File: src/hdl/rmq_pkg.sv
// ----------------------------------------------------------------------------
// rmq_pkg
// shared types and constants for the matrix to quaternion converter
// ----------------------------------------------------------------------------
package rmq_pkg;

	localparam int DATA_W        = 16;
	localparam int FRAC_BITS_DEF = 14;

	// which quaternion component takes the half root
	typedef enum logic [1:0] {
		ROOT_X,
		ROOT_Y,
		ROOT_Z,
		ROOT_W
	} rmq_sel_t;

	typedef struct packed {
		logic     valid;
		rmq_sel_t sel;
		logic [2:0] neg;
	} rmq_ctrl_t;

	typedef struct packed {
		logic signed [DATA_W-1:0] m00;
		logic signed [DATA_W-1:0] m01;
		logic signed [DATA_W-1:0] m02;
		logic signed [DATA_W-1:0] m10;
		logic signed [DATA_W-1:0] m11;
		logic signed [DATA_W-1:0] m12;
		logic signed [DATA_W-1:0] m20;
		logic signed [DATA_W-1:0] m21;
		logic signed [DATA_W-1:0] m22;
	} rmq_matrix_t;

	typedef struct packed {
		logic signed [DATA_W-1:0] quat_x;
		logic signed [DATA_W-1:0] quat_y;
		logic signed [DATA_W-1:0] quat_z;
		logic signed [DATA_W-1:0] quat_w;
		logic                     zero_root;
	} rmq_quat_t;

endpackage

File: src/hdl/rmq_div_cell.sv
// ----------------------------------------------------------------------------
// rmq_div_cell
// one restoring division step for three lanes sharing the divisor 2*root
// ----------------------------------------------------------------------------
module rmq_div_cell #(
	parameter int NB = 17,
	parameter int NW = 31
) (
	input  logic                 clk,
	input  logic                 arst_n,
	input  rmq_pkg::rmq_ctrl_t   cur_ctrl,
	input  logic [NB-1:0]        cur_root,
	input  logic [2:0][NB+1:0]   cur_rem,
	input  logic [2:0][NW-1:0]   cur_nq,
	output rmq_pkg::rmq_ctrl_t   nxt_ctrl,
	output logic [NB-1:0]        nxt_root,
	output logic [2:0][NB+1:0]   nxt_rem,
	output logic [2:0][NW-1:0]   nxt_nq
);
	import rmq_pkg::*;

	logic [NB+1:0]      divisor;
	logic [2:0][NB+1:0] t, rem_n;
	logic [2:0]         bit_n;
	rmq_ctrl_t          ctrl_q;
	logic [NB-1:0]      root_q;
	logic [2:0][NB+1:0] rem_q;
	logic [2:0][NW-1:0] nq_q;

	assign divisor = {1'b0, cur_root, 1'b0};

	always_comb begin
		for (int n = 0; n < 3; n++) begin
			t[n]     = {cur_rem[n][NB:0], cur_nq[n][NW-1]};
			bit_n[n] = t[n] >= divisor;
			rem_n[n] = bit_n[n] ? t[n] - divisor : t[n];
		end
	end

	always_ff @(posedge clk or negedge arst_n) begin
		if (!arst_n) begin
			ctrl_q <= '0;
		end else begin
			ctrl_q <= cur_ctrl;
		end
	end

	always_ff @(posedge clk) begin
		root_q <= cur_root;
		for (int n = 0; n < 3; n++) begin
			rem_q[n] <= rem_n[n];
			nq_q[n]  <= {cur_nq[n][NW-2:0], bit_n[n]};
		end
	end

	assign nxt_ctrl = ctrl_q;
	assign nxt_root = root_q;
	assign nxt_rem  = rem_q;
	assign nxt_nq   = nq_q;

endmodule

File: config.mk
export PLATFORM = sky130hd
export DESIGN_NAME = rmq_div_cell
export DESIGN_NICKNAME = d
export VERILOG_FILES = /design/src/hdl/rmq_pkg.sv /design/src/hdl/rmq_div_cell.sv
export SDC_FILE = /design/constraint.sdc
export NUM_CORES = 1
export LEC_CHECK = 0
export ABC_AREA = 1
export BUFFER_PORTS_ARGS = -buffer_cell sky130_fd_sc_hd__buf_4
export CAP_MARGIN = 20
export CORE_AREA = 4 4 135 137
export CTS_CLUSTER_SIZE = 28
export DETAILED_ROUTE_END_ITERATION = 12
export DIE_AREA = 0 0 139 141
export GPL_TIMING_DRIVEN = 0
export PLACE_DENSITY = 0.78
export SLEW_MARGIN = 30
export SYNTH_ARGS = -nofsm -noshare
export SYNTH_HDL_FRONTEND = slang
export SYNTH_SLANG_ARGS = --single-unit
File: constraint.sdc
create_clock -name clk -period 0.8 [get_ports clk]
set_input_delay 0.04 -clock clk [delete_from_list [all_inputs] [get_ports clk]]
set_output_delay 0.04 -clock clk [all_outputs]
set_load 0.01 [all_outputs]
==> results_dict.tcl, run 1 <==
set metrics [dict create \
    status "did not finish" \
    stop_stage "5_1_grt" \
    error "[ERROR GRT-0232] Routing congestion too high. Check the congestion heatmap in the GUI." \
    clockBufferDepth 2 \
    cts-buffers-inserted 17 \
    syn_area_per_cell_um2 7.29 \
    die_w_um 139 \
    synth_cell_types 27 \
    yosys.area_share.adder_pct 8.52 \
    fp-row-count 48 \
    clock_sinks 173 \
    synth-compound-area-share_pct 2.47 \
    port_buffers 344 \
    syn_inst 1125 \
    place.detailed.hpwl_um 24300 \
    synthSimpleGateAreaFrac_pct 33.4 \
    place_ws_ns -1.19 \
    cts_root_buffer "clkbuf_16" \
    synth_xor_area_share_pct 2.24 \
    yosys_warnings 0 \
    place_congestion 0.945 \
    start_util_pct 48.1 \
    endpoint_type "sequential cell input" \
    grt-ovfl-total 1507 \
    worstEndpointGrtRepair "nxt_rem[55]$_DFF_P_/D" \
    track_usage_pct 97.6 \
    synth_top_family_by_area "simple AND/OR/NAND/NOR gates" \
    die_y_um 141 \
    ys_seq_elements 173 \
    h-tree-depth 4 \
    grt_max_degree 20 \
    netlist_area_um2 8200 \
    syn-num-nets 1354 \
    io_pins 348 \
    synth_mux_area_share_pct 0 \
    seq_area_frac_synth_pct 42.6 \
]
[what timing repair did]
item                                    in CTS
hold buffers                               170
gates cloned                                 2
gates resized for setup                    401
setup buffers                               61
hold endpoints to repair                   176
endpoints found under the setup margin     230
pin swaps                                   47
[Yosys cell counts (all sizes together)]
master  count  share of area (%)
xnor2       3               0.32
fa          3               0.73
a21oi      30                2.5
clkinv      2              0.092
nand3      53                3.8
dfxtp     167                 41
ha         51                7.8
dfrtp       6                1.8
buf         6                1.1
inv       210                9.6
nor2       54                3.2
xor2       18                1.9
nor3        6               0.37
nand2     506                 24
nand4      10                1.5
[metal layers]
metal,GRT usage (%),GRT overflow
met5,37.8,2
met4,112,361
met3,73.7,9
met2,126,1122
met1,87.6,13
[metrics by stage]
step	area, um^2	util (%)	cells	TNS, ns
after global placement	11600	67.8	1694	-60.59
after detailed placement	11600	67.8	1694	-61.97
after CTS	15600	91.4	1957	-46.71
after floorplan	8700	-	1125	-34.28
[kinds of logic after synthesis]
| group | after synthesis |
|---|---|
| adders and majority gates | 54 |
| AOI/OAI and AO/OA | 30 |
| buffers and inverters | 218 |
| and+or+nand+nor | 629 |
| DFF | 173 |
| xor gates and xnor gates | 21 |
==> inputs of run 2 (changes only) <==
Settings changed: CORE_AREA 4 4 135 137 to not set, CORE_MARGIN set to 4, CORE_UTILIZATION set to 40, CTS_CLUSTER_SIZE 28 to not set, DIE_AREA 0 0 139 141 to not set, PLACE_DENSITY 0.78 to not set, PLACE_DENSITY_LB_ADDON set to 0.15.
==> run 2 against run 1 <==
- area after synthesis unchanged
- synthesized cell count is the same
- the flow now finishes, with violations (hold timing, setup timing)
==> results_dict.tcl, run 2 <==
set metrics [dict create \
    antenna_left 0 \
    layout_common_cells "nand2_1, buf_4, buf_6, dlygate4sd3_1" \
    yosysMostFrequentCell "nand2_1" \
    path_max_fanout 5 \
    drt_iter0_markers 438 \
    crit_type "in -> reg" \
    failed_checks "hold timing, setup timing" \
    io_pins 348 \
    netlist_area_um2 8200 \
    yosys_warnings 0 \
    cp_data_arrival_time_ns 1.73 \
    synthSimpleGateAreaFrac_pct 33.4 \
    relSlewSlack_pct 82.1 \
    grt_max_degree 19 \
    min_to "nxt_rem[37]" \
    die_area_um2 22800 \
    vias_per_cell 4.57 \
    clkTransAtPathRegs_ns 0.08 \
    ir_drop_uv 1450 \
    grt_antenna_before_repair 0 \
    grt.met1_usage_pct 35.8 \
    cpMostUsedCell "nand2_1" \
    grt_pass1_vias 9325 \
    top_usage_layer "met2" \
    synth_mux_area_share_pct 0 \
    largest_reg_flops 93 \
    clockBufferDepth 2 \
    ys_seq_elements 173 \
    synth-edff-count 0 \
    cts_root_buffer "clkbuf_16" \
    wl_per_cell_um 17.6 \
    grt_pass1_wl_um 51500 \
    final_cells 2033 \
    die_w_um 151 \
    synthFlopType "dfxtp_1" \
    vias 9300 \
    grt-ovfl-total 0 \
    synth_top_area_cell "dfxtp_1" \
    drive_gt1_share_pct 53.7 \
    yosys.area_share.adder_pct 8.52 \
    worst_pin_slew_ns 0.266 \
    synth_cell_types 27 \
    seq_area_frac_synth_pct 42.6 \
    synth-compound-area-share_pct 2.47 \
    crit_required_ns 1.12 \
    place.detailed.hpwl_um 23100 \
    slew_viol_final 0 \
    use_met2_pct 51.1 \
    hold_class "in -> reg" \
    worstHoldPathCells 3 \
    cts_tree "done" \
    cpLargestDelayFamily "simple AND/OR/NAND/NOR gates" \
    cp_cell_sequence "buf_4, clkinvlp_4, ha_1, nand2_1, inv_1, nand2_1, nand2_1, nand2_1, nand2_1, nand2_1, nand3_1, nand2_1, nand2_2, nand2_1" \
    max_freq_ghz 0.709 \
    die_y_um 151 \
    status "complete, but fails checks" \
    start_util_pct 40.6 \
    dr.pass1.iters 5 \
    timing.final.hold_violations 1 \
    synth_common_cells "nand2_1, inv_1, dfxtp_1" \
    finalWorstPathRequiredPeriod_ns 1.41 \
    grtUsageMet3_pct 4.88 \
    powerDensity_nw_per_um2 1690 \
    critPathCaptureType "register" \
    place_congestion 0.923 \
    setup_ws_ns -0.610 \
    syn-num-nets 1354 \
    setup_viol 230 \
    power_w 0.0279 \
    h-tree-depth 4 \
    nets 1980 \
    critPathBufInv 3 \
    fill_cells 1246 \
    multi_input_area_um2 4980 \
    diodes 0 \
    syn_area_per_cell_um2 7.29 \
    critPathLaunchType "primary input" \
    fp-row-count 52 \
    syn_inst 1125 \
    fin_hold_ws_ns -0.101 \
    synth_xor_area_share_pct 2.24 \
    clock_sinks 173 \
    critPathMaxStageDelay_ns 0.41 \
    cpMaxStageDelayCell "ha_1" \
    rsz0062_at_grt "true" \
    final_common_cell "nand2_1" \
    synth.top_cell.area_share_pct 40.8 \
    ys_top_cells_by_area "dfxtp_1, nand2_1, inv_1" \
    maxCapViolations 0 \
    wl_um 35800 \
    core-area_um2 20200 \
    cts-buffers-inserted 17 \
    synthToLayoutAreaGrowth_pct 101 \
    synth_top_family_by_area "simple AND/OR/NAND/NOR gates" \
    track_usage_pct 29.5 \
    timing.final.crit_share_pct 176 \
    p_leak_nw 8.31 \
    place_inst 1739 \
    port_buffers 344 \
    worstHoldStart "cur_rem[36]" \
    ys_async_sr_fraction_pct 3.47 \
    drc 0 \
    seq_area_um2 3700 \
]
run 2: cell counts after synthesis:
Identical to the previous run, type by type.
run 2: stage by stage:
stage	TNS, ns	hold slack [ns]	cell area, um^2	utilization, %	worst slack [ns]
floorplan	-34.28	-0.256	8700	-	-0.658
global placement	-58.79	-0.152	11600	57.6	-1.12
detailed placement	-59.37	-0.151	11600	57.6	-1.13
CTS	-47.45	-0.182	16000	79.2	-0.512
global route	-57.50	-0.100	16500	81.8	-0.681
finish	-49.09	-0.101	16500	81.8	-0.610
run 2: final cells by class:
| type | instances | share of cell area, % |
|---|---|---|
| Clock buffer | 17 | 2.58 |
| Multi-Input combinational cell | 734 | 30.2 |
| Buffer | 6 | 0.584 |
| Tap cell | 270 | 2.05 |
| Sequential cell | 173 | 22.4 |
| Timing Repair Buffer | 607 | 36.0 |
| Inverter | 212 | 5.22 |
| Clock inverter | 14 | 0.932 |
run 2: layer usage:
metal / share of wire, % / vias to the layer above
li1: - / 4615
met1: 40 / 4269
met2: 50 / 337
met3: 5.6 / 79
met4: 4.2 / 0
met5: 0 / -
run 2: cells by family (layout without fill, tap and decap cells):
group / after synthesis / in the layout
fa+ha+maj: 54 / 54
flops: 173 / 173
buf+inv: 218 / 856
xor+xnor: 21 / 21
simple gates: 629 / 629
compound gates: 30 / 30
run 2: how the worst max path moves through the flow:
stage / start / to / slack [ns] / cells past startpoint
global placement: cur_root[5] / nxt_rem[31] / -1.12 / 15
CTS: cur_root[7] / nxt_rem[56] / -0.51 / 16
detailed placement: cur_root[5] / nxt_rem[31] / -1.13 / 15
finish: cur_root[2] / nxt_rem[14] / -0.61 / 14
floorplan: cur_root[11] / nxt_rem[56] / -0.66 / 11
global route: cur_root[2] / nxt_rem[35] / -0.68 / 14
run 2: power by group:
| part | total, W | switching, W | internal, W | leakage [nW] |
|---|---|---|---|---|
| combinational | 0.00957 | 0.00453 | 0.00504 | 6.54 |
| clock | 0.00824 | 0.00408 | 0.00416 | 0.280 |
| sequential | 0.0101 | 0.000436 | 0.00963 | 1.48 |
run 2: timing repair:
action	4_1_cts	5_1_grt
hold endpoints to repair	176	2
endpoints found under the setup margin	230	236
resized for setup	442	159
pin swaps	80	51
buffers inserted	73	17
cloned	5	0
hold buffers	170	1
(Power assumes the default switching activity.)
==> inputs of run 3 (changes only) <==
Settings changed: CORE_ASPECT_RATIO set to 0.9, RECOVER_POWER set to 50.
==> run 3 against run 2 <==
- global-route usage rose by 1.3 points
- non-clock buffer count fell by 17
- fmax fell by 1.2%
- critical endpoint is now nxt_rem[11]
- combinational power barely moved
- highest routed layer is now met5
- the run still ends with hold timing, setup timing left
- largest cell class unchanged
- total power rose by 0.63%
==> results_dict.tcl, run 3 (synthesized netlist as in run 2, its figures left out) <==
set metrics [dict create \
    status "complete, but fails checks" \
    failed_checks "hold timing, setup timing" \
    io_pins 348 \
    fp-row-count 49 \
    cpMostUsedCell "nand2_2" \
    cp_data_arrival_time_ns 1.80 \
    drc 0 \
    cp_cell_sequence "buf_8, clkinvlp_4, buf_6, ha_4, nand2_2, nand2_2, nand2_2, nand2_2, inv_2, nand2_2, nand2_2, nand3_2, nor2_4, buf_12, nand2_2, nand2_1" \
    grt_max_degree 19 \
    port_buffers 344 \
    worst_pin_slew_ns 0.348 \
    layout_common_cells "nand2_1, buf_6, dlygate4sd3_1, inv_1, dfxtp_2" \
    cts_tree "done" \
    worstHoldStart "cur_rem[36]" \
    rsz0062_at_grt "true" \
    dr.pass1.iters 5 \
    clockBufferDepth 2 \
    place_congestion 0.943 \
    min_to "nxt_rem[37]" \
    critPathMaxStageDelay_ns 0.23 \
    top_layer "met5" \
    wl_per_cell_um 19.5 \
    route.met3.wl_um 2670 \
    cts_root_buffer "clkbuf_16" \
    powerDensity_nw_per_um2 1740 \
    core-area_um2 20000 \
    drive_gt1_share_pct 52.0 \
    critPathCaptureType "register" \
    diodes 0 \
    power.switching_w 0.00936 \
    maxCapViolations 0 \
    place_inst 1724 \
    grt-ovfl-total 0 \
    hold_class "in -> reg" \
    grt_pass1_wl_um 54000 \
    h-tree-depth 4 \
    grt_antenna_before_repair 1 \
    nets 1963 \
    ir_drop_uv 1160 \
    track_usage_pct 30.8 \
    final_cells 2002 \
    p_seq_share_pct 35.9 \
    grt_pass1_vias 9173 \
    clkTransAtPathRegs_ns 0.07 \
    dr_wl_met2_um 18500 \
    setup_viol 230 \
    cpMaxStageDelayCell "ha_4" \
    die_y_um 144 \
    p_sw_share_pct 33.4 \
    place.detailed.hpwl_um 24500 \
    largest_reg_flops 93 \
    timing.final.hold_violations 1 \
    timing.final.crit_share_pct 178 \
    p_leak_nw 8.17 \
    synthToLayoutAreaGrowth_pct 97.2 \
    setup_ws_ns -0.627 \
    crit_required_ns 1.18 \
    utilization_pct 80.6 \
    path_max_fanout 10 \
    critPathLaunchType "primary input" \
    vias 9538 \
    max_freq_ghz 0.701 \
    slew_viol_final 0 \
    clock_sinks 173 \
    wl_met1_um 15600 \
    start_util_pct 40.9 \
    wl_um 39000 \
    die_area_um2 22900 \
    power_w 0.0281 \
    power_frac_clock_pct 30.0 \
    setup-tns-final_ns -52.18 \
    worstHoldPathCells 3 \
    finalWorstPathRequiredPeriod_ns 1.43 \
    vias_per_cell 4.76 \
    fin_hold_ws_ns -0.112 \
    cts-buffers-inserted 17 \
    crit_type "in -> reg" \
    die_w_um 159 \
    combPwrFrac_pct 34.0 \
    p_int_w 0.0187 \
    antenna_left 0 \
    relSlewSlack_pct 76.6 \
    drt_iter0_markers 633 \
    final_common_cell "nand2_1" \
]
[run 3: cell types whose count changed in the layout (fill, tap and decap cells not counted), sizes merged]
cell	delta
buf	-68
clkbuf	+51
clkinv	-3
clkinvlp	-1
dlygate4sd3	+1
inv	+4
[run 3: critical path: cells and delay by family]
family                   cells  cell delay (ns)
AND/OR/NAND/NOR             10             0.83
buffers and inverters        5             0.70
adder cells (fa/ha/maj)      1             0.23
[run 3: final cells by class]
type | instances | area [um^2]
Timing Repair Buffer | 590 | 5720
Multi-Input combinational cell | 734 | 4890
Fill cell | 1215 | 3880
Sequential cell | 173 | 3700
Inverter | 212 | 851
Clock buffer | 18 | 429
Tap cell | 255 | 319
Clock inverter | 14 | 149
Buffer | 6 | 101
[run 3: layer usage]
layer,global-route usage [%],vias to the layer above
met3,8.72,123
met5,0,-
met1,37.1,4378
li1,-,4595
met4,14.2,2
met2,51.7,440
[run 3: worst max path at each step]
stage / startpoint / endpoint / slack, ns / cells past startpoint
6_report: cur_root[7] / nxt_rem[11] / -0.63 / 16
5_1_grt: cur_root[7] / nxt_rem[11] / -0.67 / 16
4_1_cts: cur_root[10] / nxt_rem[39] / -0.54 / 12
3_5_place_dp: cur_root[9] / nxt_rem[18] / -1.17 / 14
3_3_place_gp: cur_root[13] / nxt_rem[18] / -1.14 / 12
2_1_floorplan: cur_root[11] / nxt_rem[56] / -0.66 / 11
[run 3: what timing repair did]
item / 4_1_cts / 5_1_grt
gates resized for setup: 356 / 216
hold buffers: 171 / 1
endpoints found under the setup margin: 230 / 236
setup buffers: 45 / 26
endpoints found under the hold margin: 176 / 7
gates cloned: 2 / 2
pin swaps: 27 / 53
[run 3: power by group through the flow]
stage,Combinational (W),Clock [W],Sequential (W)
2_1_floorplan,0.00317,0,0.0103
3_3_place_gp,0.00670,0,0.00987
3_5_place_dp,0.00674,0,0.00988
4_1_cts,0.00852,0.00833,0.00996
5_1_grt,0.0102,0.00882,0.0101
6_report,0.00955,0.00843,0.0101
[run 3: per-stage QoR]
step                      instance area, um^2  worst slack [ns]
after global routing                    16200            -0.669
after CTS                               15300            -0.541
final                                   16200            -0.627
after global placement                  11600             -1.14
after floorplan                          8700            -0.658
after detailed placement                11600             -1.17
