--- config.mk ---
export PLATFORM = sky130hd
export DESIGN_NAME = rmq_sqrt_cell
export DESIGN_NICKNAME = d
export VERILOG_FILES = /design/src/hdl/rmq_pkg.sv /design/src/hdl/rmq_sqrt_cell.sv
export SDC_FILE = /design/constraint.sdc
export NUM_CORES = 1
export LEC_CHECK = 0
export BUFFER_PORTS_ARGS = -buffer_cell sky130_fd_sc_hd__buf_4
export CORE_MARGIN = 2
export CORE_UTILIZATION = 38
export CTS_CLUSTER_DIAMETER = 60
export CTS_CLUSTER_SIZE = 24
export DETAILED_ROUTE_END_ITERATION = 12
export GPL_ROUTABILITY_DRIVEN = 0
export GPL_TIMING_DRIVEN = 0
export PLACE_DENSITY = 0.76
export SYNTH_ARGS = -nofsm -noshare
export SYNTH_HDL_FRONTEND = slang
export SYNTH_SLANG_ARGS = --single-unit
export TNS_END_PERCENT = 50
--- constraint.sdc ---
create_clock -name clk -period 0.8 [get_ports clk]
set_clock_uncertainty 0.1 [all_clocks]
set_input_delay 0.08 -clock clk [delete_from_list [all_inputs] [get_ports clk]]
set_output_delay 0.08 -clock clk [all_outputs]
set_load 0.1 [all_outputs]
--- src/hdl/rmq_pkg.sv ---
// ----------------------------------------------------------------------------
// rmq_pkg
// shared types and constants for the matrix to quaternion converter
// ----------------------------------------------------------------------------
package rmq_pkg;

	localparam int DATA_W        = 16;
	localparam int FRAC_BITS_DEF = 14;

	// which quaternion component takes the half root
	typedef enum logic [1:0] {
		ROOT_X,
		ROOT_Y,
		ROOT_Z,
		ROOT_W
	} rmq_sel_t;

	typedef struct packed {
		logic     valid;
		rmq_sel_t sel;
		logic [2:0] neg;
	} rmq_ctrl_t;

	typedef struct packed {
		logic signed [DATA_W-1:0] m00;
		logic signed [DATA_W-1:0] m01;
		logic signed [DATA_W-1:0] m02;
		logic signed [DATA_W-1:0] m10;
		logic signed [DATA_W-1:0] m11;
		logic signed [DATA_W-1:0] m12;
		logic signed [DATA_W-1:0] m20;
		logic signed [DATA_W-1:0] m21;
		logic signed [DATA_W-1:0] m22;
	} rmq_matrix_t;

	typedef struct packed {
		logic signed [DATA_W-1:0] quat_x;
		logic signed [DATA_W-1:0] quat_y;
		logic signed [DATA_W-1:0] quat_z;
		logic signed [DATA_W-1:0] quat_w;
		logic                     zero_root;
	} rmq_quat_t;

endpackage

--- src/hdl/rmq_sqrt_cell.sv ---
// ----------------------------------------------------------------------------
// rmq_sqrt_cell
// one digit of the integer square root, two radicand bits per cell
// ----------------------------------------------------------------------------
module rmq_sqrt_cell #(
	parameter int SQ_W = 34,
	parameter int NB   = 17
) (
	input  logic                          clk,
	input  logic                          arst_n,
	input  rmq_pkg::rmq_ctrl_t            cur_ctrl,
	input  logic [SQ_W-1:0]               cur_rad,
	input  logic [NB+1:0]                 cur_rem,
	input  logic [NB-1:0]                 cur_root,
	input  logic [2:0][rmq_pkg::DATA_W:0] cur_mag,
	output rmq_pkg::rmq_ctrl_t            nxt_ctrl,
	output logic [SQ_W-1:0]               nxt_rad,
	output logic [NB+1:0]                 nxt_rem,
	output logic [NB-1:0]                 nxt_root,
	output logic [2:0][rmq_pkg::DATA_W:0] nxt_mag
);
	import rmq_pkg::*;

	logic [NB+1:0] shifted, trial;
	logic          take;
	rmq_ctrl_t     ctrl_q;
	logic [SQ_W-1:0] rad_q;
	logic [NB+1:0] rem_q;
	logic [NB-1:0] root_q;
	logic [2:0][DATA_W:0] mag_q;

	assign shifted = {cur_rem[NB-1:0], cur_rad[SQ_W-1 -: 2]};
	assign trial   = {cur_root, 2'b01};
	assign take    = shifted >= trial;

	always_ff @(posedge clk or negedge arst_n) begin
		if (!arst_n) begin
			ctrl_q <= '0;
		end else begin
			ctrl_q <= cur_ctrl;
		end
	end

	always_ff @(posedge clk) begin
		rad_q  <= {cur_rad[SQ_W-3:0], 2'b00};
		rem_q  <= take ? shifted - trial : shifted;
		root_q <= {cur_root[NB-2:0], take};
		mag_q  <= cur_mag;
	end

	assign nxt_ctrl = ctrl_q;
	assign nxt_rad  = rad_q;
	assign nxt_rem  = rem_q;
	assign nxt_root = root_q;
	assign nxt_mag  = mag_q;

endmodule

==> results.md, run 1 <==
- The largest total area in the synthesized netlist belongs to sky130_fd_sc_hd__dfxtp_1.
- From left edge to right edge, the die measures between 100 and 150 µm.
- The post-synthesis async set-or-reset flop share is 0.04800.
- The number of buffers inserted by post-CTS setup repair is 22.
- Detailed placement finished with a half-perimeter wire length of 9978 µm.
- The initialized floorplan defines 37 standard-cell rows.
- For this configuration, the core starts out at a cell density of 0.3906.
- Counting distinct cell types in the post-synthesis netlist gives 54.
- The number of buffers on the longest clock path is 2.
- The mapped cell area is 4033 µm².
- The area fraction of the dominant cell type after synthesis is 0.5908.
- In this run, CTS created clock tree buffers numbering 17.
- Post-CTS repair changed the size of 481 cells.
- The count of yosys warnings during synthesis is 0.
- The clock tree root driver cell is sky130_fd_sc_hd__clkbuf_8.
- Ranked by total cell area, the synthesized netlist is headed by sky130_fd_sc_hd__dfxtp_1, sky130_fd_sc_hd__ha_1, sky130_fd_sc_hd__dfrtp_1, sky130_fd_sc_hd__mux2_2, sky130_fd_sc_hd__xnor2_1.
- At the placement stage, the worst setup path has a slack of -1.654 ns.
- The H-tree level count is 4.
- The floorplan die height is approximately 110 µm.
- For this run, the register share of the synthesized area comes to 0.6280.
- In this run the count of I/O pins placed on the die edge is ~260.
- The first error in the log reads "[ERROR DPL-0033] detailed placement checks failed during check placement".
- The average instance in the mapped netlist occupies 12.64 µm².
- The flow stopped in clock tree synthesis.
- The hold buffer count at CTS is between 100 and 150.
- The primary flip-flop cell chosen by synthesis mapping is sky130_fd_sc_hd__dfxtp_1.
- After technology mapping, the gate count stands at around 320.
- The total of buffers placed on input and output ports is 251.
- The clock sink count is 125.
- The run stopped with a tool error.
- The post-synthesis register bit count is between 100 and 150.
- Counting flops with a built-in enable in the synthesized netlist gives 0.
## synthesized netlist by cell type, drive strengths merged (2+ instances only)
master   instances
a211oi           5
xor2             3
buf             10
a2111oi          2
dfxtp          119
o211ai           6
mux2i            5
mux2            14
nand2           11
and4             3
nand4            3
clkbuf           2
ha              19
nor3             3
nand2b           2
and3             4
a211o            2
a21o             5
xnor2           10
o21a             6
a31oi            2
nor2b            2
a21oi           15
o21bai           2
dfrtp            6
nor2            10
inv             23
o21ai           11
o31ai            2
## metrics by stage
| stage | hold WS, ns | TNS (ns) | std cells | cell area, µm² |
|---|---|---|---|---|
| after global placement | -0.2115 | -29.57 | 707 | 6379 |
| after detailed placement | -0.2103 | -30.06 | 707 | 6379 |
| after floorplan | -0.3156 | -44.74 | 320 | 4324 |
## cells by family after synthesis
kind of cell / after synthesis / synth area share
buffers and inverters: 35 / 0.04902
xor gates and xnor gates: 13 / 0.02823
DFF: 125 / 0.6280
and+or+nand+nor: 42 / 0.05554
AOI/OAI and AO/OA: 65 / 0.1232
muxes: 19 / 0.05616
other: 1 / 0.0009299
adders and majority gates: 19 / 0.05895
==> run 2: changes to the inputs <==
--- a/config.mk
+++ b/config.mk
@@ -7,13 +7,11 @@
 export LEC_CHECK = 0
 export BUFFER_PORTS_ARGS = -buffer_cell sky130_fd_sc_hd__buf_4
 export CORE_MARGIN = 2
-export CORE_UTILIZATION = 38
-export CTS_CLUSTER_DIAMETER = 60
-export CTS_CLUSTER_SIZE = 24
+export CORE_UTILIZATION = 35
 export DETAILED_ROUTE_END_ITERATION = 12
 export GPL_ROUTABILITY_DRIVEN = 0
 export GPL_TIMING_DRIVEN = 0
-export PLACE_DENSITY = 0.76
+export PLACE_DENSITY_LB_ADDON = 0.15
 export SYNTH_ARGS = -nofsm -noshare
 export SYNTH_HDL_FRONTEND = slang
 export SYNTH_SLANG_ARGS = --single-unit
==> constraint.sdc (replaced) <==
create_clock -name clk -period 1 [get_ports clk]
set_clock_uncertainty 0.1 [all_clocks]
set_input_delay 0.1 -clock clk [delete_from_list [all_inputs] [get_ports clk]]
set_output_delay 0.1 -clock clk [all_outputs]
set_load 0.1 [all_outputs]
==> run 2 against run 1 <==
The flow now finishes, with violations (hold timing, setup timing). Synthesized cell count is the same. Synthesized area is the same.
==> results.md, run 2 <==
- The run finished, with violations left.
- The checks that failed: hold timing, setup timing.
- The final worst setup slack is -0.9945 ns.
- The register with the most flip-flops in the layout has 51 of them.
- For this run, the slowest stage of the critical path takes 0.38 ns.
- The number of buffers on the longest clock path is 2 (unchanged).
- The area fraction of the dominant cell type after synthesis is 0.5908 (unchanged).
- The first global-routing pass estimated 32350 µm of wire.
- In the finished design, the share of the clock period the worst path needs comes to 1.995.
- In this run the worst hold path is classified as input port to register.
- The worst setup slack after placement is -1.541 ns (+0.1128 ns).
- The final count of hold timing violations is 1.
- The final-report setup violation count is 145.
- After synthesis, the cell types taking the most area are sky130_fd_sc_hd__dfxtp_1, sky130_fd_sc_hd__ha_1, sky130_fd_sc_hd__dfrtp_1, sky130_fd_sc_hd__mux2_2, sky130_fd_sc_hd__xnor2_1.
- The post-placement cell count is 714 (+0.99%).
- The cell sitting at the root of the clock tree is a sky130_fd_sc_hd__clkbuf_16.
- The arrival time of the worst setup path is around 2.2 ns.
- VDD sags by at most about 1.5 mV.
- From synthesis to final layout, the design area changed by 158.5%.
- Power comes to 19.80 mW.
- The worst setup path is of the input port to register kind.
- The number of antenna violations at the first check in global routing is 0.
- The count of flip-flops with a built-in enable after synthesis is 0 (unchanged).
- Along the worst path, the maximum fanout reaches 8.
- The initial core utilization was 0.3562 (-0.03441).
- The number of primary I/O pins was 256 (unchanged).
- The library cell used most frequently in the layout, excluding fill and tap cells, is sky130_fd_sc_hd__buf_4.
- The floorplan step defined a die boundary enclosing 12400 µm².
- The clock sink count is 125 (unchanged).
- The category of the worst setup path launch point is an input port.
- For this design the ratio of total power to cell area is 1900 nW/µm².
- The via count of the first global-routing pass is 4931.
- The number of search-and-repair iterations in the first detailed-routing pass is 5.
- The count of yosys warnings during synthesis was 0 (unchanged).
- The maximum clock frequency is 501.4 MHz.
- STA classifies the critical path endpoint as a register.
- The leakage power of the design is 4.651 nW.
- For this run, the leading register cell type out of synthesis is sky130_fd_sc_hd__dfxtp_1.
- The vias after detailed routing is 4928.
- The number of inserted diodes is 0.
- The remaining routing DRC violations is 0.
- Counting I/O delays and the setup requirement, the final critical path takes 1.995 ns.
- TritonCTS built the clock tree.
- The post-DP HPWL is 9333 µm (-6.5%).
- Clock-pin slew was measured on the worst setup and hold paths at around 0.06 ns.
- The library cell with the largest summed area after synthesis is sky130_fd_sc_hd__dfxtp_1.
- For this block, the routed nets add up to approximately 26000 µm of wire.
- STA puts the critical path data required time at 1.21 ns.
- The layout net count is 899.
- In this design, the largest share of critical-path delay is due to compound AO/OA/AOI/OAI gates.
- In the synthesized netlist, the cells that appear most often are sky130_fd_sc_hd__dfxtp_1, sky130_fd_sc_hd__inv_1, sky130_fd_sc_hd__ha_1, sky130_fd_sc_hd__a21oi_1, sky130_fd_sc_hd__nand2_1.
- The hold buffer count at CTS is 125 (+4.2%).
- The largest net degree at the start of global routing is 17.
- In the final routed layout, each cell accounts on average for 29.14 µm.
- Setup repair after global routing could not meet its margin everywhere.
- The floorplan die height is 111.3 µm (+4.0%).
- The total of buffers placed on input and output ports is 251 (unchanged).
- The post-synthesis async set-or-reset flop share came to 0.04800 (unchanged).
- The portion of the post-synthesis area used by sequential elements is 0.6280 (unchanged).
- The count of nets left with antenna violations once routing finished came out at 0.
- The area of the placeable core is 11320 µm².
- The post-synthesis register bit count was 125 (unchanged).
- The H-tree level count was 4 (unchanged).
- The number of instances in the synthesized netlist is 319 (unchanged).
- The total CTS buffers was 17 (unchanged).
- The number of unique standard cell types used by synthesis is 54 (unchanged).
- The number of buffers and inverters on the critical path is 5.
- The mean instance size in the synthesized netlist came to 12.64 µm² (unchanged).
- The global route total overflow is 0.
- In the final layout, the share of cells above drive strength 1 is 0.6802.
- The die extent in x is 111.3 µm (+4.0%).
- The signal on the critical path passes through buf_6 -> inv_2 -> ha_4 -> a21o_1 -> a21oi_4 -> and3b_1 -> o21ai_2 -> a221o_1 -> buf_6 -> buf_12 -> buf_8 -> xnor2_1.
- The final non-filler cell total is 906.
- The library cells used most frequently in the layout, excluding fill and tap cells, are sky130_fd_sc_hd__buf_4, sky130_fd_sc_hd__buf_12, sky130_fd_sc_hd__dlygate4sd3_1, sky130_fd_sc_hd__dfxtp_2, sky130_fd_sc_hd__clkbuf_16.
- The slowest stage cell on the critical path is sky130_fd_sc_hd__a221o_1.
- The most common cell in the synthesized netlist is sky130_fd_sc_hd__dfxtp_1.
- The average via count per standard cell is roughly 5.4.
- The global-route total usage across every layer is 0.3471.
- The number of DRC markers after the initial detailed-route iteration is 332.
- The max-capacitance violation count is 0.
- The fraction of the core area covered by cells at the end of the flow is 0.9209.
- The total number of placement rows is 39 (+5.4%).
- Among the stages of the critical path, the cell type that occurs most often is sky130_fd_sc_hd__buf_6.
- The mapped cell area is 4033 µm² (unchanged).
- The final count of pins violating max slew is 0.
- Final hold analysis gives a worst-case slack of -0.05010 ns.
==> run 2: worst min-delay path: cells and delay by family <==
kind / cells / cell delay [ns]
buffers and inverters: 1 / 0.13
AO/OA/AOI/OAI: 2 / 0.19
==> run 2: per-layer routing <==
metal,track usage,vias up,routed length [µm],share of wire
met5,0,-,0,0
met3,0.09254,168,2116,0.080
met4,0.1695,0,2274,0.086
met2,0.6175,430,12870,0.49
met1,0.3840,2359,9141,0.35
li1,-,1971,-,-
==> run 2: final cells by class <==
type | instances | area, µm²
flip-flops and latches | 125 | 2681
multi-input cells | 160 | 1694
inverters | 23 | 108.9
repair buffers | 417 | 5074
clock inverters | 11 | 165.2
well taps | 143 | 178.9
clock buffers | 20 | 446.7
fillers | 335 | 895.9
plain buffers | 7 | 76.32
==> run 2: metrics by stage <==
| stage | hold WS (ns) | area (µm²) | TNS [ns] |
|---|---|---|---|
| after floorplan | -0.2956 | 4194 | -28.00 |
| after global placement | -0.1941 | 6257 | -26.31 |
| after CTS | -0.03493 | 10090 | -32.04 |
| final | -0.05010 | 10430 | -37.12 |
| after detailed placement | -0.1895 | 6257 | -26.71 |
| after global routing | -0.05898 | 10430 | -39.52 |
==> run 2: kinds of logic after synthesis <==
| logic type | count (synthesis) | share of synthesized area |
|---|---|---|
| fa+ha+maj | 19 | 0.05895 |
| flops | 125 | 0.6280 |
| xor+xnor | 13 | 0.02823 |
| buf+inv | 35 | 0.04902 |
| mux | 19 | 0.05616 |
| simple gates | 42 | 0.05554 |
| other cells | 1 | 0.0009299 |
| compound gates | 65 | 0.1232 |
==> run 2: path summary, 6_finish.rpt <==
check                      slack, ns  cells after the start   startpoint                    end
setup / recovery               -0.99                     12  cur_root[2]     nxt_rem[0]$_DFF_P_
hold / removal                 -0.05                      3  cur_rem[16]    nxt_rem[18]$_DFF_P_
max in group asynchronous       0.63                      3       arst_n  nxt_ctrl[5]$_DFF_PN0_
min in group asynchronous       0.04                      3       arst_n  nxt_ctrl[4]$_DFF_PN0_
==> run 2: what timing repair did <==
action	in CTS	in global routing
endpoints found under the hold margin	130	1
endpoints found under the setup margin	145	151
pin swaps	25	28
buffers inserted	24	18
gates resized for setup	477	56
gates cloned	0	0
==> run 2: report_power, final <==
part / total (mW) / leakage, nW / switching [mW] / internal, mW
Clock: 6.81 / 0.300 / 2.58 / 4.23
Combinational: 7.19 / 3.28 / 4.25 / 2.94
Sequential: 5.81 / 1.07 / 0.366 / 5.44
Total: 19.8 / 4.65 / 7.19 / 12.6
Power figures use the tool's default switching activity.
==> run 3: changes to the inputs <==
==> constraint.sdc (replaced) <==
create_clock -name clk -period 2.54 [get_ports clk]
set_clock_uncertainty 0.1 [all_clocks]
set_input_delay 0.254 -clock clk [delete_from_list [all_inputs] [get_ports clk]]
set_output_delay 0.254 -clock clk [all_outputs]
set_load 0.1 [all_outputs]
==> run 3 against run 2 <==
Via count is 21% lower. Cell count decreased by 3.9%. The flow now finishes without violations. Highest routed layer unchanged. Clock power shrank 65%. Sequential share of layout area grew 6.0 points.
==> results.md, run 3 (synthesis gave the netlist of run 2 again) <==
- STA classifies the critical path startpoint as an input port.
- The detail-routed net length per standard cell is 16.68 µm (-43%).
- In the layout the commonest cells are sky130_fd_sc_hd__buf_4, sky130_fd_sc_hd__dlygate4sd3_1, sky130_fd_sc_hd__dfxtp_1, sky130_fd_sc_hd__inv_1, sky130_fd_sc_hd__ha_1.
- The area of the die is 12400 µm² (unchanged).
- The final count of hold timing violations is 0 (-1).
- The fill cell total of the finished layout is 803 (+140%).
- Clock tree synthesis selected as its root buffer the cell sky130_fd_sc_hd__clkbuf_16.
- The H-tree level count is 4 (unchanged).
- Subtracting the final worst setup slack from the clock period gives between 2 and 2.5 ns.
- The library cell used most frequently in the layout, excluding fill and tap cells, is sky130_fd_sc_hd__buf_4.
- The area of the placeable core came to 11320 µm² (unchanged).
- The leakage power of the design is 3.826 nW (-18%).
- Compared with the post-synthesis result, the final layout area differs by 97.98%.
- The post-placement cell count is 714 (unchanged).
- The total of buffers placed on input and output ports was 251 (unchanged).
- The post-DP HPWL came to 8983 µm (-3.8%).
- The via count of the first global-routing pass is 4053 (-18%).
- The number of search-and-repair iterations in the first detailed-routing pass is 4 (-1).
- STA classifies the critical path endpoint as a register.
- The clock sink count is 125 (unchanged).
- The global-route total usage across every layer is 0.2317 (-0.1154).
- The number of buffers on the longest clock path was 2 (unchanged).
- The proportion of layout cells with a drive suffix above 1 is 0.4429 (-0.2373).
- The number of flip-flops under the largest register name came to 51 (unchanged).
- The flow ran to the end, and the final reports show no timing, DRC or antenna violations.
- The total number of placement rows is 39 (unchanged).
- The max-capacitance violation count was 0 (unchanged).
- The share of the clock period used by the worst path is 0.9763.
- The global route total overflow is 0 (unchanged).
- The arrival time of the worst setup path is 2.67 ns (+0.46 ns).
- The average via count per standard cell is 4.465 (-18%).
- The required time reported for the critical path endpoint was 2.73 ns (+1.52 ns).
- The total CTS buffers was 17 (unchanged).
- The total wire length after detailed routing was 14520 µm (-45%).
- The number of DRC markers after the initial detailed-route iteration is 141 (-58%).
- The vias after detailed routing is 3889 (-21%).
- The initial core utilization was 0.3562 (unchanged).
- The global-route wire length before repair is 22200 µm (-31%).
- Setup repair after global routing left no endpoint under its margin.
- The antenna violation net count after detailed routing is 0 (unchanged).
- The largest net degree at the start of global routing is 17 (unchanged).
- The die extent in x is 111.3 µm (unchanged).
- The layout net count is 862 (-4.1%).
- The sum of negative setup slack was 0 ns (+37.12 ns).
- The worst supply voltage drop on vdd is 0.6021 mV (-61%).
- The final-report setup violation count is 0 (-100%).
- The critical path is of the input port to register type.
- The maximum net fanout on the critical path is 9 (+1).
- The number of antenna violations at the first check in global routing was 1 (+1).
- The remaining routing DRC violations came to 0 (unchanged).
- The maximum clock frequency is 403.2 MHz.
- The final non-filler cell total is 871 (-3.9%).
- The final count of pins violating max slew came to 0 (unchanged).
- The number of cells on the worst hold path is 3 (unchanged).
- The clock-pin slew of the registers on the worst-case setup and hold paths came to 0.05 ns (about the same).
- The clock tree from TritonCTS is done.
- The worst hold path belongs to the class input port to register.
- The number of primary I/O pins is 256 (unchanged).
- The floorplan die height is 111.3 µm (unchanged).
- The total power divided by cell area is 833.1 nW/µm² (-56%).
[run 3: cell types whose count changed in the layout (fill, tap and decap cells not counted), sizes merged]
cell	change
buf	-37
clkbuf	+7
clkinv	-3
dlygate4sd3	-3
bufinv	-2
clkinvlp	+2
diode	+1
[run 3: report_power, final]
| part | switching (mW) | internal (mW) | leakage (nW) |
|---|---|---|---|
| Clock | 0.860 | 1.55 | 0.283 |
| Combinational | 1.44 | 0.640 | 2.47 |
| Sequential | 0.0454 | 2.11 | 1.07 |
[run 3: metal layers]
layer  share of wire  global-route usage  up-vias
met5               0                   0        -
met4           0.038              0.1193        0
met3           0.048             0.05444       32
met2            0.52              0.4138      153
met1            0.40              0.2570     1820
li1                -                   -     1884
[run 3: area by class of cell]
type	count	area (µm²)	area share
antenna	1	2.502	0.0003134
buffer	12	113.9	0.01426
clock buffer	24	491.7	0.06159
clock inverter	8	105.1	0.01316
inverter	23	86.33	0.01081
multi-input combinational	160	1330	0.1666
sequential	125	2532	0.3172
tap	143	178.9	0.02241
timing repair buffer	375	3143	0.3937
[run 3: stage by stage]
step           total power [mW]  hold slack [ns]  cell area [µm²]  setup slack [ns]  utilization
4_1_cts                   6.629        0.0006558             7908           0.01049       0.6985
3_5_place_dp              4.076         -0.03703             6100           -0.1211       0.5388
5_1_grt                   6.865          0.04081             7984          0.004613       0.7052
3_3_place_gp              4.069         -0.03842             6100          -0.08773       0.5388
6_report                  6.651          0.02273             7984           0.06010       0.7052
2_1_floorplan             3.605          -0.1416             4036            0.2032            -
[run 3: path summary, 6_finish.rpt]
kind,end,start
setup / recovery,nxt_rem[6]$_DFF_P_,cur_root[13]
hold / removal,nxt_rem[14]$_DFF_P_,cur_rem[12]
max in group asynchronous,nxt_ctrl[5]$_DFF_PN0_,arst_n
min in group asynchronous,nxt_ctrl[1]$_DFF_PN0_,arst_n
[run 3: repair_timing]
action,CTS,global route
hold endpoints to repair,126,0
hold buffers,121,0
buffers inserted,0,3
endpoints found under the setup margin,0,13
gates resized for setup,0,6
[run 3: critical path: stages]
cell	delay, ns
sky130_fd_sc_hd__dlygate4sd3_1	0.56
sky130_fd_sc_hd__buf_4	0.12
sky130_fd_sc_hd__inv_1	0.04
sky130_fd_sc_hd__ha_1	0.26
sky130_fd_sc_hd__clkbuf_4	0.18
sky130_fd_sc_hd__nand4_2	0.13
sky130_fd_sc_hd__o31ai_4	0.31
sky130_fd_sc_hd__a221o_1	0.23
sky130_fd_sc_hd__buf_6	0.14
sky130_fd_sc_hd__buf_12	0.12
sky130_fd_sc_hd__mux2_2	0.33
