[src/hdl/rmq_pkg.sv]
// ----------------------------------------------------------------------------
// rmq_pkg
// shared types and constants for the matrix to quaternion converter
// ----------------------------------------------------------------------------
package rmq_pkg;

	localparam int DATA_W        = 16;
	localparam int FRAC_BITS_DEF = 14;

	// which quaternion component takes the half root
	typedef enum logic [1:0] {
		ROOT_X,
		ROOT_Y,
		ROOT_Z,
		ROOT_W
	} rmq_sel_t;

	typedef struct packed {
		logic     valid;
		rmq_sel_t sel;
		logic [2:0] neg;
	} rmq_ctrl_t;

	typedef struct packed {
		logic signed [DATA_W-1:0] m00;
		logic signed [DATA_W-1:0] m01;
		logic signed [DATA_W-1:0] m02;
		logic signed [DATA_W-1:0] m10;
		logic signed [DATA_W-1:0] m11;
		logic signed [DATA_W-1:0] m12;
		logic signed [DATA_W-1:0] m20;
		logic signed [DATA_W-1:0] m21;
		logic signed [DATA_W-1:0] m22;
	} rmq_matrix_t;

	typedef struct packed {
		logic signed [DATA_W-1:0] quat_x;
		logic signed [DATA_W-1:0] quat_y;
		logic signed [DATA_W-1:0] quat_z;
		logic signed [DATA_W-1:0] quat_w;
		logic                     zero_root;
	} rmq_quat_t;

endpackage

[src/hdl/rmq_front.sv]
// ----------------------------------------------------------------------------
// rmq_front
// branch select, root argument and numerator magnitudes, one register stage
// ----------------------------------------------------------------------------
module rmq_front #(
	parameter int FRAC_BITS = rmq_pkg::FRAC_BITS_DEF,
	parameter int AW        = 19,
	parameter int SQ_W      = 34
) (
	input  logic                                 clk,
	input  logic                                 arst_n,
	input  logic                                 start,
	input  rmq_pkg::rmq_matrix_t                 matrix,
	output rmq_pkg::rmq_ctrl_t                   nxt_ctrl,
	output logic [SQ_W-1:0]                      nxt_rad,
	output logic [2:0][rmq_pkg::DATA_W:0]        nxt_mag
);
	import rmq_pkg::*;

	localparam int W = DATA_W;
	localparam logic signed [AW:0] ONE = (AW+1)'(64'd1 << FRAC_BITS);

	logic signed [W+1:0] e00, e11, e22, tr, dsum;
	logic                tr_pos;
	logic [1:0]          ax;
	logic signed [AW:0]  arg;
	logic [AW-1:0]       arg_u;
	logic signed [W:0]   d [3];
	rmq_sel_t            sel;
	logic [2:0]          neg;
	logic [2:0][W:0]     mag;

	rmq_ctrl_t           ctrl_s1;
	logic [SQ_W-1:0]     rad_s1;
	logic [2:0][W:0]     mag_s1;

	assign e00 = {{2{matrix.m00[W-1]}}, matrix.m00};
	assign e11 = {{2{matrix.m11[W-1]}}, matrix.m11};
	assign e22 = {{2{matrix.m22[W-1]}}, matrix.m22};
	assign tr  = e00 + e11 + e22;
	assign tr_pos = tr > 0;

	// largest diagonal, lower index wins ties
	always_comb begin
		ax = 2'd0;
		if (matrix.m11 > matrix.m00) ax = 2'd1;
		priority if (ax == 2'd1) begin
			if (matrix.m22 > matrix.m11) ax = 2'd2;
		end else begin
			if (matrix.m22 > matrix.m00) ax = 2'd2;
		end
	end

	always_comb begin
		dsum = tr;
		sel  = ROOT_W;
		d[0] = {matrix.m12[W-1], matrix.m12} - {matrix.m21[W-1], matrix.m21};
		d[1] = {matrix.m20[W-1], matrix.m20} - {matrix.m02[W-1], matrix.m02};
		d[2] = {matrix.m01[W-1], matrix.m01} - {matrix.m10[W-1], matrix.m10};
		if (!tr_pos) begin
			unique case (ax)
				2'd0: begin
					sel  = ROOT_X;
					dsum = e00 - e11 - e22;
					d[0] = {matrix.m12[W-1], matrix.m12} - {matrix.m21[W-1], matrix.m21};
					d[1] = {matrix.m01[W-1], matrix.m01} + {matrix.m10[W-1], matrix.m10};
					d[2] = {matrix.m02[W-1], matrix.m02} + {matrix.m20[W-1], matrix.m20};
				end
				2'd1: begin
					sel  = ROOT_Y;
					dsum = e11 - e22 - e00;
					d[0] = {matrix.m20[W-1], matrix.m20} - {matrix.m02[W-1], matrix.m02};
					d[1] = {matrix.m12[W-1], matrix.m12} + {matrix.m21[W-1], matrix.m21};
					d[2] = {matrix.m10[W-1], matrix.m10} + {matrix.m01[W-1], matrix.m01};
				end
				default: begin
					sel  = ROOT_Z;
					dsum = e22 - e00 - e11;
					d[0] = {matrix.m01[W-1], matrix.m01} - {matrix.m10[W-1], matrix.m10};
					d[1] = {matrix.m20[W-1], matrix.m20} + {matrix.m02[W-1], matrix.m02};
					d[2] = {matrix.m21[W-1], matrix.m21} + {matrix.m12[W-1], matrix.m12};
				end
			endcase
		end
	end

	assign arg   = ONE + {{(AW-W-1){dsum[W+1]}}, dsum};
	assign arg_u = (arg > 0) ? arg[AW-1:0] : '0;

	always_comb begin
		for (int n = 0; n < 3; n++) begin
			neg[n] = d[n][W];
			mag[n] = d[n][W] ? (W+1)'(-d[n]) : d[n];
		end
	end

	always_ff @(posedge clk or negedge arst_n) begin
		if (!arst_n) begin
			ctrl_s1 <= '0;
		end else begin
			ctrl_s1 <= '{valid: start, sel: sel, neg: neg};
		end
	end

	always_ff @(posedge clk) begin
		rad_s1 <= SQ_W'({arg_u, {FRAC_BITS{1'b0}}});
		mag_s1 <= mag;
	end

	assign nxt_ctrl = ctrl_s1;
	assign nxt_rad  = rad_s1;
	assign nxt_mag  = mag_s1;

endmodule

[config.mk]
export PLATFORM = sky130hd
export DESIGN_NAME = rmq_front
export DESIGN_NICKNAME = d
export VERILOG_FILES = /design/src/hdl/rmq_pkg.sv /design/src/hdl/rmq_front.sv
export SDC_FILE = /design/constraint.sdc
export NUM_CORES = 1
export LEC_CHECK = 0
export BUFFER_PORTS_ARGS = -buffer_cell sky130_fd_sc_hd__buf_4
export CAP_MARGIN = 20
export CORE_UTILIZATION = 40
export CTS_BUF_LIST = sky130_fd_sc_hd__clkbuf_16
export CTS_CLUSTER_SIZE = 16
export DETAILED_ROUTE_END_ITERATION = 10
export HOLD_SLACK_MARGIN = 0.12
export PLACE_DENSITY_LB_ADDON = 0.12
export SYNTH_ARGS = -nofsm -noshare
export SYNTH_HDL_FRONTEND = slang
export SYNTH_SLANG_ARGS = --single-unit
[constraint.sdc]
create_clock -name clk -period 1.2 [get_ports clk]
set_clock_uncertainty 0.1 [all_clocks]
set_input_delay 0.12 -clock clk [delete_from_list [all_inputs] [get_ports clk]]
set_output_delay 0.12 -clock clk [all_outputs]
set_load 0.005 [all_outputs]
==> key figures, run 1 <==
Critical path
  • Crit Path Max Fanout: 7
  • Crit. Startpoint: matrix[1]
  • Setup CP Type: input pin to flop
  • CP required: 1390 ps
  • Crit path max-delay family: simple AND/OR/NAND/NOR gates
  • CP arrival: 4620 ps
  • Buf+Inv Stages, Crit Path: 5
  • CP endpoint kind: flop
  • Critical Path Stages: 19
  • Element type at the critical path start: input pin
  • Slowest stage delay, CP: 480 ps
  • Crit path max-delay cell type: or4_4
  • Setup crit end: nxt_mag[40]
  • CP Cell Sequence: buf_8 > fa_1 > ha_2 > fa_2 > a41o_1 > or3_4 > a211o_1 > or4_4 > nor4_4 > a31oi_4 > buf_4 > clkbuf_16 > buf_4 > o22ai_2 > inv_2 > ha_4 > and2_4 > a31oi_4 > xnor2_2

Routing
  • DR iter-0 viols: 1,364
  • DR vias/cell: 5.354
  • First-pass DRT Iterations: 5
  • DR vias: 19,654
  • Number of remaining DRC errors: 0
  • Antenna viol nets, final: 0
  • Wire per inst: 18.70 um
  • Total Wirelength: 68,660 um

GRT
  • Initial antenna violation count: 0
  • Vias in the first global route: 19,737
  • Pin count of the biggest net entering global routing: 21
  • Global-route wire length before repair: 104,100 um
  • Total track usage: 31.93%
  • Global route overflow: 0

Power
  • Peak VDD IR: 0.0008871 V
  • Leakage power: 0.01305 uW
  • PD cells: 1400 nW/um2
  • Design Power: 36,960 uW

Finish
  • Layout cell share with drive strength beyond 1: 40.40%
  • # nets final: 3,625
  • Antenna cells: 0
  • Syn-to-layout area delta: 60.84%
  • Final core occ: 65.84%

Timing
  • Final worst path period share: 368.4%
  • Worst Tran Pin Value: 771.3 ps
  • Achievable frequency: 226.2 MHz
  • Hold slack: 308.3 ps
  • Final setup TNS: -225,820 ps
  • Minimum clock period: 4421 ps
  • Unrepaired setup endpoints after global routing: yes
  • Final setup fails: 74
  • Fin worst setup slack: -3221 ps
  • Final hold violations: 0
  • Max-slew violations: 0
  • Slew HR: 48.21%

Synth
  • Mapped Cells: 2,134
  • Synth Flop Type: dfxtp_1
  • Synth warn: 0
  • Synth area leader: ha_1
  • Yosys cell types: 93
  • Mapped cell area: 16,410 um2
  • #FFs+latches synth: 76
  • Top area cells in the synthesized netlist: ha_1 (20%), fa_1 (8.8%), dfxtp_1 (8.5%)
  • Yosys top cell area share: 20.20%
  • Synth Area per Inst: 7.692 um2
  • Top cells by count, synth: ha_1 (265), nor2_1 (180), inv_1 (177), a21oi_1 (166), nand2_1 (152)
  • Async S/R FF share, synth: 7.895%
  • Sequential area share after synthesis: 9.452%
  • Post-synth EDFFs: 0
  • Cell with the most instances after synthesis: ha_1

Clocking
  • CTS root buf: clkbuf_16
  • CTS tree: yes
  • Longest Clk Path Bufs: 2
  • CTS clock-pin slew for the worst setup and hold paths: 70 ps
  • H-tree depth: 3
  • Total CTS buffers: 9
  • Sink Count: 76

Floorplan
  • Row cnt: 73
  • Chip height: 204.6 um
  • Die span in x: 204.6 um
  • Initial Utilization: 40.94%
  • Number of I/O pins: 238
  • DIE AREA: 41,850 um2
  • Core box area: 40,100 um2

Place
  • HPWL after DPL: 57,550 um
  • Port Buf Inserts: 222
  • Gpl congestion: 0.9349
  • Setup WS pre-CTS: -3578 ps

Status
  • Failing checks: negative setup slack
  • Status: complete, but fails checks

Hold path
  • Number of cells on the worst hold path: 2
  • HP Class: input pin to flop

Run
  • Max-cap violations: 0
[flip-flops by register name, summed over array words and instances, names as in the netlist]
signal	count
nxt_mag	51
nxt_ctrl	6
nxt_rad	19
[power breakdown]
group	internal [uW]	total, uW	switching, uW
Combinational	14800	29100	14300
Clock	1840	3170	1340
Sequential	3820	4660	848
[metal layers]
layer / vias up / part of all wire (%) / track usage (%)
met5: - / 0 / 0
met4: 0 / 5.6 / 16.15
met3: 158 / 4.0 / 2.132
met2: 614 / 49 / 57.78
met1: 9342 / 41 / 37.72
li1: 9540 / - / -
[logic make-up (layout without fill, tap and decap cells)]
logic type,count (synthesis),count (layout),synth area share [%]
buffers and inverters,283,1280,7.020
and+or+nand+nor,625,625,18.70
AOI/OAI and AO/OA,608,608,24.62
muxes,37,37,2.294
other,1,16,0.02285
adders and majority gates,337,337,28.98
xor gates and xnor gates,167,167,8.911
DFF,76,76,9.452
[cell type report]
class | count | area, um2
Tap cell | 525 | 656.9
Clock buffer | 9 | 225.2
Timing Repair inverter | 1 | 11.26
Timing Repair Buffer | 1085 | 8471
Sequential cell | 76 | 1553
Fill cell | 3503 | 13700
Clock inverter | 7 | 98.84
Inverter | 178 | 678.2
Multi-Input combinational cell | 1790 | 14710
[metrics by stage]
stage                     instances  cell area, um2
after floorplan                2149           16800
after global placement         3604           24790
after detailed placement       3604           24790
after CTS                      3648           25790
after global routing           3671           26400
final                          3671           26400
[cells in the final DEF (no fill, tap or decap), types with 12 or more instances in the layout]
cell type  synthesis  layout
a21o_1            19      19
o21ai_0          115      96
buf_6              3      32
xor2_1            51      51
a31oi_1           27      21
a21oi_1          166     146
a21oi_2            0      16
conb_1             1      16
nand3_1           39      36
ha_1             265     260
xnor2_1          116     111
nand2_1          152     143
nor4_1            24      17
nor3_1            61      57
o21bai_1          15      15
o21ai_2            0      15
o22ai_1           19      15
fa_1              72      71
o31ai_1           26      17
mux2i_1           32      28
o21a_1            15      15
nor2b_1           32      32
nand2b_1          34      32
o211ai_1          34      34
a211oi_1          35      32
inv_1            177     171
dfxtp_1           70      69
buf_4             15    1034
and3_1            14      12
or3_1             15      14
nor2_1           180     170
[worst min path at each step]
stage | startpoint | to | slack [ps]
floorplan | arst_n | nxt_ctrl[0] | -280
global placement | arst_n | nxt_ctrl[5] | -150
detailed placement | arst_n | nxt_ctrl[0] | -150
CTS | start | nxt_ctrl[5] | 300
global route | start | nxt_ctrl[5] | 320
finish | start | nxt_ctrl[5] | 310
[what timing repair did]
action,4_1_cts,5_1_grt
hold buffers,3,1
buffers inserted,25,26
resized for setup,91,86
hold endpoints to repair,7,6
pin swaps,18,32
gates cloned,3,1
endpoints found under the setup margin,74,81
Power figures use the tool's default switching activity.
==> inputs of run 2 (changes only) <==
Settings changed: BUFFER_PORTS_ARGS -buffer_cell sky130_fd_sc_hd__buf_4 to -buffer_cell sky130_fd_sc_hd__buf_2, CORE_ASPECT_RATIO from default to 1.5.
==> run 2 against run 1 <==
The flow still finishes with violations (negative setup slack). Global-route usage up 1.5 points. Sequential cell count unchanged. Non-clock buffer count up 33. Combinational power about the same. Worst hold slack better by 17 ps. Power down 1.4%. Utilization down 1.0 points. Sequential share of layout area up 0.058 points. Fmax down 2.3%. Final cell count up 0.41%. Via count up 0.93%.
==> key figures, run 2 (synthesized netlist as in run 1, its figures left out) <==
Run
  • Max-cap violations: 0

Place
  • HPWL after DPL: 61,320 um
  • Port Buf Inserts: 222
  • Area after DPL: 24,430 um2
  • Setup WS pre-CTS: -3642 ps
  • Gpl congestion: 0.9994

Clocking
  • CTS root buf: clkbuf_16
  • CTS clock-pin slew for the worst setup and hold paths: 60 ps
  • Longest Clk Path Bufs: 2
  • CTS tree: yes
  • Sink Count: 76
  • Total CTS buffers: 9
  • H-tree depth: 3

Hold path
  • Number of cells on the worst hold path: 2
  • Hold path start: start
  • Hold endpoint: nxt_ctrl[5]
  • HP Class: input pin to flop

Floorplan
  • Initial Utilization: 40.72%
  • Die span in x: 167.4 um
  • Number of I/O pins: 238
  • DIE AREA: 41,870 um2
  • Core box area: 40,310 um2
  • Chip height: 250.1 um
  • Row cnt: 90

Timing
  • Max-slew violations: 0
  • Fin worst setup slack: -3327 ps
  • Worst Tran Pin Value: 739.0 ps
  • Final worst path period share: 377.2%
  • Unrepaired setup endpoints after global routing: yes
  • Achievable frequency: 220.9 MHz
  • Final setup fails: 74
  • Minimum clock period: 4527 ps
  • Slew HR: 50.35%
  • Final hold violations: 0

Power
  • Peak VDD IR: 0.0009532 V
  • PD cells: 1396 nW/um2
  • Leakage power: 0.01305 uW
  • Clk pwr share: 7.7%
  • Psw: 16,750 uW
  • Internal: 19,710 uW
  • Logic pwr share: 79.8%
  • Sw Ratio: 45.94%
  • Flop pwr share: 12.4%

Finish
  • Most frequent cells in the layout: buf_4 (831), ha_1 (259), buf_2 (220)
  • Multi-input logic area: 14,740 um2
  • Most common cell after layout, fill and taps aside: buf_4
  • Fin area: 26,120 um2
  • Final core occ: 64.80%
  • Layout cell share with drive strength beyond 1: 41.15%
  • FF/Latch Area: 1551 um2
  • Max reg flops: 51
  • # nets final: 3,658
  • Syn-to-layout area delta: 59.14%
  • Fill cells: 3,615

Critical path
  • CP most frequent cell: buf_6
  • Slowest stage delay, CP: 560 ps
  • Buf+Inv Stages, Crit Path: 3
  • CP endpoint kind: flop
  • Element type at the critical path start: input pin
  • CP required: 1370 ps
  • Crit path max-delay family: simple AND/OR/NAND/NOR gates
  • Crit Path Max Fanout: 6
  • Setup CP Type: input pin to flop
  • CP arrival: 4700 ps
  • Crit path max-delay cell type: or4b_4
  • CP Cell Sequence: buf_6 > fa_1 > ha_2 > fa_2 > a41o_1 > or3_4 > a211o_1 > or4_4 > nor4_4 > buf_4 > a31o_4 > o21a_1 > nor2_2 > or4b_4 > buf_6 > o21ai_4 > xnor2_1

Routing
  • Number of remaining DRC errors: 0
  • DR iter-0 viols: 946
  • First-pass DRT Iterations: 5
  • Total Wirelength: 72,300 um
  • DR vias: 19,836
  • DR vias/cell: 5.381
  • Antenna viol nets, final: 0
  • Wire per inst: 19.61 um

GRT
  • Pin count of the biggest net entering global routing: 21
  • Global route overflow: 0
  • Initial antenna violation count: 1
  • Global-route wire length before repair: 107,600 um
  • Total track usage: 33.42%
  • Vias in the first global route: 20,552

Status
  • Failing checks: negative setup slack
  • Status: complete, but fails checks
==> run 2: cell count changes in the layout (fill, tap and decap cells not counted), moves of 4 or more <==
cell / before / now
a21oi_1: 146 / 150
a21oi_2: 16 / 12
buf_2: 0 / 220
buf_4: 1034 / 831
buf_6: 32 / 47
nand2_1: 143 / 137
nand2_4: 3 / 8
nor4_1: 17 / 23
nor4_2: 7 / 1
o21ai_0: 96 / 88
o21ai_1: 7 / 13
==> run 2: cell type report <==
type | instances | share of cell area [%]
Multi-Input combinational cell | 1790 | 56.41
Timing Repair Buffer | 1118 | 31.46
Sequential cell | 76 | 5.939
Inverter | 178 | 2.596
Tap cell | 506 | 2.424
Clock buffer | 9 | 0.8622
Clock inverter | 7 | 0.2634
Timing Repair inverter | 1 | 0.02874
Antenna cell | 1 | 0.009579
==> run 2: power groups by stage <==
stage               registers [uW]  clock network (uW)  logic, uW
detailed placement            4510                   0      25500
global route                  4570                2910      31000
global placement              4570                   0      25200
CTS                           4490                2810      27400
floorplan                     4310                   0      12400
finish                        4530                2810      29100
==> run 2: what timing repair did <==
action | in CTS | in global routing
buffers inserted | 25 | 27
hold endpoints to repair | 7 | 0
endpoints found under the setup margin | 74 | 74
gates resized for setup | 132 | 94
hold buffers | 3 | 0
pin swaps | 38 | 41
cloned | 2 | 3
==> run 2: worst max path at each step <==
| stage | start | endpoint | slack (ps) | cells after the start |
|---|---|---|---|---|
| after global routing | matrix[1] | nxt_mag[13] | -3410 | 17 |
| after detailed placement | matrix[1] | nxt_mag[49] | -3640 | 16 |
| after CTS | matrix[1] | nxt_mag[15] | -3220 | 16 |
| after global placement | matrix[1] | nxt_mag[49] | -3540 | 16 |
| final | matrix[1] | nxt_mag[13] | -3330 | 17 |
| after floorplan | matrix[1] | nxt_mag[31] | -3330 | 20 |
==> run 2: layer usage <==
layer | wire [um] | vias up | part of all wire, % | global-route usage (%)
met5 | 0 | - | 0 | 0
met4 | 6769 | 0 | 9.4 | 27.76
met3 | 2171 | 264 | 3.0 | 2.433
met2 | 38740 | 578 | 54 | 65.96
met1 | 24610 | 9379 | 34 | 30.76
li1 | - | 9615 | - | -
==> run 2: per-stage QoR <==
stage                     TNS [ps]  total power [uW]  hold slack, ps  instances
after floorplan            -220090             16720          -275.6       2149
after global placement     -245440             29750          -156.4       3620
after detailed placement   -251750             30000          -152.8       3620
after CTS                  -221830             34670           322.5       3664
after global routing       -234470             38530           332.7       3685
final                      -226990             36460           325.1       3686
==> inputs of run 3 (changes only) <==
Clock period 1.2 ns to 4.3 ns, I/O delays scaled along.
==> run 3 against run 2 <==
The flow still finishes with violations (negative setup slack). Critical path depth rose by 1. Non-clock buffer count fell by 283. Die area did not move. Sequential share of layout area rose by 0.53 points. Worst setup slack improved by 2900 ps. Routed wire length fell by 2.6%. Final cell count fell by 7.7%. Critical endpoint is now nxt_mag[32]. Largest power group unchanged.
==> key figures, run 3 (synthesized netlist as in run 1, its figures left out) <==
GRT
  • Global route overflow: 0
  • Vias in the first global route: 19,023
  • Total track usage: 32.57%
  • Global-route wire length before repair: 104,400 um
  • Initial antenna violation count: 0
  • Pin count of the biggest net entering global routing: 23

Timing
  • Final worst path period share: 110.1%
  • Fin worst setup slack: -434.4 ps
  • Minimum clock period: 4734 ps
  • Worst Tran Pin Value: 872.4 ps
  • Final setup fails: 68
  • Final hold violations: 0
  • Unrepaired setup endpoints after global routing: yes
  • Achievable frequency: 211.2 MHz
  • Slew HR: 41.42%
  • Max-slew violations: 0

Place
  • Area after DPL: 22,170 um2
  • Gpl congestion: 0.9939
  • HPWL after DPL: 58,480 um
  • Port Buf Inserts: 222
  • Post-Place Cells: 3,318

Critical path
  • CP required: 4430 ps
  • CP arrival: 4870 ps
  • CP endpoint kind: flop
  • Element type at the critical path start: input pin
  • Setup CP Type: input pin to flop
  • Crit Path Max Fanout: 8

Routing
  • Antenna viol nets, final: 0
  • Number of remaining DRC errors: 0
  • DR iter-0 viols: 1,188
  • First-pass DRT Iterations: 5
  • DR vias: 18,963
  • DR vias/cell: 5.574
  • Total Wirelength: 70,440 um
  • Wire per inst: 20.71 um

Finish
  • Fin area: 23,990 um2
  • Layout cell share with drive strength beyond 1: 35.81%
  • Most frequent cells in the layout: buf_4 (558), ha_1 (258), buf_2 (220)
  • Antenna cells: 0
  • Syn-to-layout area delta: 46.18%
  • Post-Layout Cell Count: 3,402
  • Final core occ: 59.52%
  • # nets final: 3,375
  • Most common cell after layout, fill and taps aside: buf_4
  • Fill cells: 3,792
  • Max reg flops: 51

Clocking
  • H-tree depth: 3
  • Longest Clk Path Bufs: 2
  • CTS root buf: clkbuf_16
  • CTS clock-pin slew for the worst setup and hold paths: 70 ps
  • Sink Count: 76
  • Total CTS buffers: 9
  • CTS tree: yes

Power
  • Leakage power: 0.01164 uW
  • PD cells: 411.0 nW/um2
  • Peak VDD IR: 0.0002559 V

Run
  • Max-cap violations: 0

Floorplan
  • Core box area: 40,310 um2
  • DIE AREA: 41,870 um2
  • Chip height: 250.1 um
  • Initial Utilization: 40.72%
  • Die span in x: 167.4 um
  • Number of I/O pins: 238
  • Row cnt: 90

Hold path
  • HP Class: input pin to asynchronous set/reset pin

Status
  • Failing checks: negative setup slack
  • Status: complete, but fails checks
[run 3: report_power, final]
part	switching (uW)	internal, uW	total, uW
Clock	371	402	773
Combinational	4090	3730	7820
Sequential	206	1060	1270
[run 3: area by class of cell]
| cell class | instances | area (um2) | area share, % |
|---|---|---|---|
| timing repair inverter | 1 | 6.256 | 0.02607 |
| clock inverter | 7 | 57.56 | 0.2399 |
| multi-input combinational | 1790 | 14750 | 61.48 |
| timing repair buffer | 835 | 6086 | 25.36 |
| clock buffer | 9 | 225.2 | 0.9386 |
| inverter | 178 | 683.2 | 2.847 |
| sequential | 76 | 1551 | 6.466 |
| tap | 506 | 633.1 | 2.639 |
[run 3: stage by stage]
stage / TNS [ps] / hold WS [ps] / total power (uW) / setup slack [ps]
3_3_place_gp: -39240 / 154.4 / 7856 / -733.0
2_1_floorplan: -16210 / 34.41 / 4665 / -537.9
5_1_grt: -26540 / 355.7 / 10400 / -561.1
4_1_cts: -13950 / 328.7 / 9068 / -351.5
6_report: -17090 / 332.0 / 9862 / -434.4
3_5_place_dp: -42990 / 156.0 / 7909 / -787.3
[run 3: worst paths after layout]
| path | from | slack (ps) | end | cells past startpoint |
|---|---|---|---|---|
| max | matrix[1] | -430 | nxt_mag[32] | 18 |
| min | arst_n | 330 | nxt_ctrl[5] | 2 |
| max in group asynchronous | arst_n | 3630 | nxt_ctrl[1] | 2 |
| min in group clk | start | 630 | nxt_ctrl[5] | 2 |
[run 3: critical path, stage by stage]
cell,delay (ps)
buf_8,100
fa_1,470
ha_2,210
fa_2,400
a41o_1,280
or3_4,390
a211o_1,270
or4_4,490
nor4_4,230
buf_4,170
a31o_4,220
buf_8,160
buf_8,140
nand3_4,70
o32ai_4,160
and3_4,330
a41oi_2,150
xor2_1,190
[run 3: metal layers]
layer / global-route usage [%] / up-vias / routed length, um
met5: 0 / - / 0
met4: 25.64 / 0 / 6932
met3: 2.702 / 287 / 2657
met2: 63.36 / 664 / 37050
met1: 31.06 / 8974 / 23800
li1: - / 9038 / -
[run 3: what timing repair did]
action / in CTS / in global routing
setup buffers: 20 / 49
endpoints found under the hold margin: 7 / 0
setup endpoints to repair: 68 / 69
hold buffers: 2 / 0
resized for setup: 67 / 151
gates cloned: 1 / 5
pin swaps: 14 / 56
